### config.mk
export PLATFORM = sky130hd
export DESIGN_NAME = rsc_ctrl
export DESIGN_NICKNAME = d
export VERILOG_FILES = /design/src/rtl/core/rsc_pkg.sv /design/src/rtl/core/rsc_ctrl.sv
export SDC_FILE = /design/constraint.sdc
export NUM_CORES = 1
export LEC_CHECK = 0
export BUFFER_PORTS_ARGS = -buffer_cell sky130_fd_sc_hd__clkbuf_2
export CAP_MARGIN = 20
export CORE_MARGIN = 2
export CORE_UTILIZATION = 30
export DETAILED_ROUTE_END_ITERATION = 16
export PLACE_DENSITY_LB_ADDON = 0.05
export SLEW_MARGIN = 10
export SYNTH_ARGS = -nofsm -noshare
export SYNTH_HDL_FRONTEND = slang
export SYNTH_SLANG_ARGS = --single-unit
### constraint.sdc
create_clock -name clk_i -period 2.8 [get_ports clk_i]
set_clock_uncertainty 0.1 [all_clocks]
set_input_delay 0.84 -clock clk_i [delete_from_list [all_inputs] [get_ports clk_i]]
set_output_delay 0.84 -clock clk_i [all_outputs]
set_load 0.005 [all_outputs]
### src/rtl/core/rsc_pkg.sv
`default_nettype none
package rsc_pkg;

  localparam int unsigned DIV_STEPS  = 89;
  localparam int unsigned MUL_STEPS  = 40;
  localparam int unsigned SQRT_STEPS = 32;
  localparam int unsigned CNT_W      = 7;
  localparam int unsigned T_ROWS     = 99;
  // floor(p / 1000) = (floor(p / 8) * HW_RECIP) >> 46 for p below HW_SAT
  localparam logic [39:0] HW_RECIP   = 40'd562949953422;
  localparam logic [47:0] HW_SAT     = 48'd4294967296000;

  typedef enum logic [1:0] {
    LVL_90 = 2'd0,
    LVL_95 = 2'd1,
    LVL_99 = 2'd2,
    LVL_UNUSED = 2'd3
  } conf_lvl_e;

  typedef enum logic [4:0] {
    OP_NONE, OP_ACCUM, OP_CLEAR, OP_LD_MEAN, OP_DIV_STEP, OP_ST_MEAN,
    OP_MUL_ADD, OP_LD_MUL2, OP_MUL_SUB, OP_LD_VAR, OP_ST_VAR, OP_LD_SD,
    OP_SQ_STEP, OP_ST_SD, OP_LD_SQ2, OP_ST_SE, OP_LD_HW, OP_ST_HW
  } dp_op_e;

  typedef enum logic [4:0] {
    S_ACC, S_LD_MEAN, S_MEAN_DIV, S_ST_MEAN, S_MUL1, S_LD_MUL2, S_MUL2,
    S_LD_VAR, S_VAR_DIV, S_ST_VAR, S_LD_SD, S_SD_SQ, S_ST_SD, S_SE_DIV,
    S_LD_SQ2, S_SE_SQ, S_ST_SE, S_LD_HW, S_HW_MUL, S_ST_HW, S_OUT
  } ctrl_state_e;

  typedef struct packed {
    dp_op_e op;
  } dp_cmd_t;

  typedef struct packed {
    logic n_gt1;
  } dp_status_t;

  localparam logic [15:0] T_ROM [3][T_ROWS] = '{
    '{16'd6314,16'd2920,16'd2353,16'd2132,16'd2015,16'd1943,16'd1895,16'd1860,
      16'd1833,16'd1812,16'd1796,16'd1782,16'd1771,16'd1761,16'd1753,16'd1746,
      16'd1740,16'd1734,16'd1729,16'd1725,16'd1721,16'd1717,16'd1714,16'd1711,
      16'd1708,16'd1706,16'd1703,16'd1701,16'd1699,16'd1697,16'd1696,16'd1694,
      16'd1692,16'd1691,16'd1690,16'd1688,16'd1687,16'd1686,16'd1685,16'd1684,
      16'd1683,16'd1682,16'd1681,16'd1680,16'd1679,16'd1679,16'd1678,16'd1677,
      16'd1677,16'd1676,16'd1675,16'd1675,16'd1674,16'd1674,16'd1673,16'd1673,
      16'd1672,16'd1672,16'd1671,16'd1671,16'd1670,16'd1670,16'd1669,16'd1669,
      16'd1669,16'd1668,16'd1668,16'd1668,16'd1667,16'd1667,16'd1667,16'd1666,
      16'd1666,16'd1666,16'd1665,16'd1665,16'd1665,16'd1665,16'd1664,16'd1664,
      16'd1664,16'd1664,16'd1663,16'd1663,16'd1663,16'd1663,16'd1663,16'd1662,
      16'd1662,16'd1662,16'd1662,16'd1662,16'd1661,16'd1661,16'd1661,16'd1661,
      16'd1661,16'd1661,16'd1660},
    '{16'd12706,16'd4303,16'd3182,16'd2776,16'd2571,16'd2447,16'd2365,16'd2306,
      16'd2262,16'd2228,16'd2201,16'd2179,16'd2160,16'd2145,16'd2131,16'd2120,
      16'd2110,16'd2101,16'd2093,16'd2086,16'd2080,16'd2074,16'd2069,16'd2064,
      16'd2060,16'd2056,16'd2052,16'd2048,16'd2045,16'd2042,16'd2040,16'd2037,
      16'd2035,16'd2032,16'd2030,16'd2028,16'd2026,16'd2024,16'd2023,16'd2021,
      16'd2020,16'd2018,16'd2017,16'd2015,16'd2014,16'd2013,16'd2012,16'd2011,
      16'd2010,16'd2009,16'd2008,16'd2007,16'd2006,16'd2005,16'd2004,16'd2003,
      16'd2002,16'd2002,16'd2001,16'd2000,16'd2000,16'd1999,16'd1998,16'd1998,
      16'd1997,16'd1997,16'd1996,16'd1995,16'd1995,16'd1994,16'd1994,16'd1993,
      16'd1993,16'd1993,16'd1992,16'd1992,16'd1991,16'd1991,16'd1990,16'd1990,
      16'd1990,16'd1989,16'd1989,16'd1989,16'd1988,16'd1988,16'd1988,16'd1987,
      16'd1987,16'd1987,16'd1986,16'd1986,16'd1986,16'd1986,16'd1985,16'd1985,
      16'd1985,16'd1984,16'd1984},
    '{16'd63657,16'd9925,16'd5841,16'd4604,16'd4032,16'd3707,16'd3499,16'd3355,
      16'd3250,16'd3169,16'd3106,16'd3055,16'd3012,16'd2977,16'd2947,16'd2921,
      16'd2898,16'd2878,16'd2861,16'd2845,16'd2831,16'd2819,16'd2807,16'd2797,
      16'd2787,16'd2779,16'd2771,16'd2763,16'd2756,16'd2750,16'd2744,16'd2738,
      16'd2733,16'd2728,16'd2724,16'd2719,16'd2715,16'd2712,16'd2708,16'd2704,
      16'd2701,16'd2698,16'd2695,16'd2692,16'd2690,16'd2687,16'd2685,16'd2682,
      16'd2680,16'd2678,16'd2676,16'd2674,16'd2672,16'd2670,16'd2668,16'd2667,
      16'd2665,16'd2663,16'd2662,16'd2660,16'd2659,16'd2657,16'd2656,16'd2655,
      16'd2654,16'd2652,16'd2651,16'd2650,16'd2649,16'd2648,16'd2647,16'd2646,
      16'd2645,16'd2644,16'd2643,16'd2642,16'd2641,16'd2640,16'd2640,16'd2639,
      16'd2638,16'd2637,16'd2636,16'd2636,16'd2635,16'd2634,16'd2634,16'd2633,
      16'd2632,16'd2632,16'd2631,16'd2630,16'd2630,16'd2629,16'd2629,16'd2628,
      16'd2627,16'd2627,16'd2626}
  };

  localparam logic [15:0] T_ASYM [3] = '{16'd1645, 16'd1960, 16'd2576};

  function automatic logic [1:0] lvl_row(input logic [1:0] lvl);
    logic [1:0] r;
    case (conf_lvl_e'(lvl))
      LVL_90:  r = 2'd0;
      LVL_95:  r = 2'd1;
      default: r = 2'd2;
    endcase
    return r;
  endfunction

endpackage
`default_nettype wire

### src/rtl/core/rsc_ctrl.sv
`default_nettype none
module rsc_ctrl (
  input  wire logic               clk_i,
  input  wire logic               rst_ni,
  input  wire logic               in_valid_i,
  input  wire logic               last_sample_i,
  output logic                    in_ready_o,
  output logic                    out_valid_o,
  input  wire logic               out_ready_i,
  input  wire rsc_pkg::dp_status_t status_i,
  output rsc_pkg::dp_cmd_t        cmd_o
);
  import rsc_pkg::*;

  ctrl_state_e state_q, state_d;
  logic [CNT_W-1:0] cnt_q, cnt_d;

  always_ff @(posedge clk_i or negedge rst_ni) begin
    if (!rst_ni) begin
      state_q <= S_ACC;
      cnt_q   <= '0;
    end else begin
      state_q <= state_d;
      cnt_q   <= cnt_d;
    end
  end

  function automatic logic done(input logic [CNT_W-1:0] c, input int unsigned n);
    return c == CNT_W'(n - 1);
  endfunction

  always_comb begin
    state_d     = state_q;
    cnt_d       = cnt_q;
    cmd_o.op    = OP_NONE;
    in_ready_o  = 1'b0;
    out_valid_o = 1'b0;
    case (state_q)
      S_ACC: begin
        in_ready_o = 1'b1;
        if (in_valid_i) begin
          cmd_o.op = OP_ACCUM;
          if (last_sample_i) state_d = S_LD_MEAN;
        end
      end
      S_LD_MEAN: begin
        cmd_o.op = OP_LD_MEAN;
        cnt_d    = '0;
        state_d  = S_MEAN_DIV;
      end
      S_MEAN_DIV, S_VAR_DIV, S_SE_DIV: begin
        cmd_o.op = OP_DIV_STEP;
        cnt_d    = cnt_q + 1'b1;
        if (done(cnt_q, DIV_STEPS)) begin
          cnt_d = '0;
          case (state_q)
            S_MEAN_DIV: state_d = S_ST_MEAN;
            S_VAR_DIV:  state_d = S_ST_VAR;
            default:    state_d = S_LD_SQ2;
          endcase
        end
      end
      S_ST_MEAN: begin
        cmd_o.op = OP_ST_MEAN;
        state_d  = status_i.n_gt1 ? S_MUL1 : S_OUT;
      end
      S_MUL1, S_MUL2, S_HW_MUL: begin
        cmd_o.op = (state_q == S_MUL2) ? OP_MUL_SUB : OP_MUL_ADD;
        cnt_d    = cnt_q + 1'b1;
        if (done(cnt_q, MUL_STEPS)) begin
          cnt_d = '0;
          case (state_q)
            S_MUL1:  state_d = S_LD_MUL2;
            S_MUL2:  state_d = S_LD_VAR;
            default: state_d = S_ST_HW;
          endcase
        end
      end
      S_LD_MUL2: begin
        cmd_o.op = OP_LD_MUL2;
        state_d  = S_MUL2;
      end
      S_LD_VAR: begin
        cmd_o.op = OP_LD_VAR;
        state_d  = S_VAR_DIV;
      end
      S_ST_VAR: begin
        cmd_o.op = OP_ST_VAR;
        state_d  = S_LD_SD;
      end
      S_LD_SD: begin
        cmd_o.op = OP_LD_SD;
        state_d  = S_SD_SQ;
      end
      S_SD_SQ, S_SE_SQ: begin
        cmd_o.op = OP_SQ_STEP;
        cnt_d    = cnt_q + 1'b1;
        if (done(cnt_q, SQRT_STEPS)) begin
          cnt_d   = '0;
          state_d = (state_q == S_SD_SQ) ? S_ST_SD : S_ST_SE;
        end
      end
      S_ST_SD: begin
        cmd_o.op = OP_ST_SD;
        state_d  = S_SE_DIV;
      end
      S_LD_SQ2: begin
        cmd_o.op = OP_LD_SQ2;
        state_d  = S_SE_SQ;
      end
      S_ST_SE: begin
        cmd_o.op = OP_ST_SE;
        state_d  = S_LD_HW;
      end
      S_LD_HW: begin
        cmd_o.op = OP_LD_HW;
        state_d  = S_HW_MUL;
      end
      S_ST_HW: begin
        cmd_o.op = OP_ST_HW;
        state_d  = S_OUT;
      end
      S_OUT: begin
        out_valid_o = 1'b1;
        if (out_ready_i) begin
          cmd_o.op = OP_CLEAR;
          state_d  = S_ACC;
        end
      end
      default: state_d = S_ACC;
    endcase
  end

endmodule
`default_nettype wire

# --- Word-level counts from Yosys, hierarchy flattened ---
# Index checks and enable logic that the tools add are counted.
totals:
  output_inout_bits: 7
  regBits: 12
classes:
  mux: 21
  reduce_logical: 6
  eq_ne: 29
  n_addsub: 1
op_table:
  columns: ["op", "count"]
  rows:
  - ["$pmux W5 S16", 2]
  - ["$eq A5 B4 Y1 const B", 8]
  - ["$mux W5", 8]
  - ["$pmux W7 S4", 1]
  - ["$eq A5 B5 Y1 const B", 5]
  - ["$mux W7", 3]
  - ["$eq A5 B3 Y1 const B", 4]
  - ["$ne A2 B2 Y1 const B", 6]
  - ["$eq A5 B2 Y1 const B", 2]
  - ["$pmux W5 S2", 1]
  - ["$pmux W4 S2", 1]
  - ["$add A7 B1 Y7 const B", 1]
  - ["$eq A7 B5 Y1 const B", 1]
  - ["$eq A7 B6 Y1 const B", 1]
  - ["$eq A7 B7 Y1 const B", 1]
  - ["$reduce_and A6 Y1", 1]
  - ["$reduce_or A3 Y1", 2]
  - ["$eq A5 B1 Y1 const B", 1]
  - ["$logic_not A5 Y1", 1]
  - ["$mux W4", 1]
  - ["$reduce_bool A4 Y1", 1]
  - ["$mux W1", 3]
  - ["$mux W2", 1]
  - ["$reduce_or A2 Y1", 1]

# --- Longest topological paths before layout ---
logic_depth:
  ltp_word: 4
  depth_mapped: 8
  mapped_depth_nobuf: 7

# --- Least setup slack after synthesis ---
# Ideal clock, no wire load.
synth_timing:
  kind: "register to output"
  from: "register state_q[3]"
  to: "output cmd_o[3] (netlist name)"
  stages_incl_launch_ff: 6
  arrival_time_ns: 1.382
  slack_ns: 0.478
  cell_sequence: "dfrtp_1 clkbuf_1 clkbuf_1 o21ai_0 a21oi_1 a41o_1"
synth_lines:
  columns: ["element", "line", "text"]
  rows:
  - ["start, declared", "rsc_ctrl.sv:15", "ctrl_state_e state_q, state_d;"]
  - ["start signal, assigned", "rsc_ctrl.sv:23", "state_q <= state_d;"]
  - ["end, declared", "rsc_ctrl.sv:11", "output rsc_pkg::dp_cmd_t cmd_o"]

==> results.yml <==
sta:
  max_freq_ghz: 0.397
  setup_slack_ns: 0.284
  max_slew_margin_pct: 51.1
  timing.hold.ws_ns: 0.384
  hold_viol: 0
  fin_crit_ns: 2.52
  setup_violations: 0
  worst_slew_pin_slew_ns: 0.730
  fin_tns_setup_ns: 0
  fin_crit_sh_pct: 89.9
  maxSlewViolCount: 0
  grt_setup_unrepaired: "no"
floorplanning:
  coreArea_um2: 3720
  die_x_um: 66.4
  die_h_um: 66.4
  initial_core_util_pct: 31.5
  fp-row-count: 22
  io_pins: 13
  die_area_um2: 4410
yosys:
  syn_area_um2: 1170
  synth-seq-cells: 12
  synth.distinct_cells: 58
  yosysSeqAreaShare_pct: 25.7
  synthCells: 142
  syn_avg_cell_area_um2: 8.24
  synth_edf_count: 0
  ys.flop_type: "dfrtp_1"
  syn-num-nets: 150
  synthArstFlopShare_pct: 100
  yosys_warnings: 0
critical_path:
  crit_family: "flip-flops"
  crit_path_top_delay_cell: "dfrtp_2"
  cp-end-kind: "primary output"
  path_max_fanout: 10
  critPathMaxStageDelay_ns: 0.47
  worstPathArrival_ns: 1.58
  critPathBufInv: 2
  crit_required_ns: 1.86
  worstSetupPathType: "flip-flop to primary output"
  path_cells: "buf_4, nor3b_1, a21oi_1, o22ai_1, clkbuf_2"
  startpoint_type: "flip-flop"
global_route:
  grt_pass1_wl_mm: 5.62
  grt_pass1_vias: 1143
  met3_usage_pct: 1.70
  grt_max_degree: 18
  antenna_found_initial: 0
  grt_util_met1_pct: 22.6
  grt.overflow.total: 0
  gr-usage-all-layers_pct: 17.0
  top_usage_layer: "met2"
  grt_use_met2_pct: 27.8
routing:
  vias_per_cell: 5.59
  wl_mm: 3.24
  drtIter0Drc: 86
  drtPass1Iterations: 4
  post_drt_wl_per_cell_um: 16.0
  drc: 0
  dr_total_vias: 1130
  ant_nets: 0
placement:
  place_ws_ns: 0.354
  gp_congestion: 0.759
  hpwl_mm: 2.33
  port_buffers: 12
  placed_cell_area_um2: 1280
pwr:
  pwr_density_cell_nw_per_um2: 1090
  ir_drop_uv: 323
  p_leak_nw: 0.593
clocking:
  numCtsBuffers: 3
  clk_pin_slew_ns: 0.06
  cts.sinks: 12
  clock_latency_ns: 0.24
  root_buffer: "clkbuf_8"
  cts_buffer_depth: 2
  ctsHoldBuffers: 0
  tritoncts: "done"
  htreeDepth: 1
final_layout:
  postLayoutCellArea_um2: 1340
  most-common-layout-cells: "nand2_1 (12), clkbuf_2 (12), o21ai_0 (11), dfrtp_1 (10), nor2_1 (9)"
  syn_to_final_growth_pct: 14.8
  drive_gt1_share_pct: 26.6
  finalNetCount: 163
  antenna_cells: 0
  num-fill-cells: 403
min_path:
  hold_class: "input port to async pin"
status:
  status: "finished, final reports clean"
flow_run:
  maxCapViolations: 0
registers in the layout (all words and copies together), names as in the netlist:
signal	cells
cnt_q	7
state_q	5
worst reg2reg max path: cells and delay by family (launching register included):
family	cells	cell delay, ns
multiplexers	1	0.22
buffers and inverters	1	0.22
flip-flops	1	0.52
AO/OA/AOI/OAI	1	0.07
AND/OR/NAND/NOR	3	1.12
cells by family (layout without fill, tap and decap cells):
family | Yosys count | after routing | share of synthesized area (%)
adders and majority gates | 2 | 2 | 2.14
buffers and inverters | 20 | 32 | 7.81
xor gates and xnor gates | 2 | 2 | 1.50
and+or+nand+nor | 51 | 51 | 25.6
DFF | 12 | 12 | 25.7
muxes | 5 | 5 | 4.39
AOI/OAI and AO/OA | 50 | 50 | 32.9
routing by layer:
layer | wire length, um | part of all wire [%] | up-vias
met5 | 0 | 0 | -
met3 | 82 | 2.5 | 6
met4 | 61 | 1.9 | 0
met1 | 1620 | 50 | 528
met2 | 1480 | 46 | 23
li1 | - | - | 573
final cells by class:
type                    instances  area, um^2  area share, %
clock buffers                   4        55.1           4.10
multi-input cells             110         778           58.0
well taps                      48        60.1           4.47
inverters                       9        33.8           2.52
repair buffers                 19         113           8.39
flip-flops and latches         12         303           22.6
path summary, 6_finish.rpt:
path                                  from         end  slack (ns)  cells past startpoint
worst max-delay path            state_q[0]    cmd_o[1]        0.28                      5
worst min-delay path                rst_ni    cnt_q[6]        0.38                      1
worst max register to register  state_q[2]  state_q[0]        0.47                      6
worst min register to register    cnt_q[1]    cnt_q[1]        0.47                      1
max in group asynchronous           rst_ni  state_q[0]        1.94                      1
min in group clk_i                cnt_q[1]    cnt_q[1]        0.47                      1
timing repair:
item,4_1_cts,5_1_grt
buffers inserted,0,0
gates resized for setup,0,2
endpoints found under the setup margin,0,2
report_power, final:
group / leakage (nW) / internal, mW / total [mW] / switching (mW)
clock: 0.0288 / 0.124 / 0.194 / 0.0693
combinational: 0.409 / 0.392 / 0.929 / 0.537
sequential: 0.155 / 0.232 / 0.344 / 0.112
Yosys cell counts, types with 4 or more instances:
cell | count | area, um^2
mux2i_1 | 4 | 40.0
nand3_1 | 6 | 30.0
a21oi_1 | 5 | 25.0
clkbuf_1 | 5 | 18.8
inv_1 | 7 | 26.3
dfrtp_1 | 12 | 300
buf_2 | 4 | 20.0
a31oi_1 | 4 | 25.0
nor2_1 | 9 | 33.8
nand2_1 | 12 | 45.0
nor3_1 | 4 | 20.0
o21ai_0 | 11 | 55.1
stage by stage:
| step | util [%] | instances | power [mW] |
|---|---|---|---|
| 4_1_cts | 36.1 | 202 | 1.48 |
| 3_5_place_dp | 34.6 | 198 | 1.27 |
| 6_report | 36.1 | 202 | 1.47 |
| 5_1_grt | 36.1 | 202 | 1.62 |
| 2_1_floorplan | - | 142 | 1.02 |
| 3_3_place_gp | 34.6 | 198 | 1.27 |
Power figures use the tool's default switching activity.
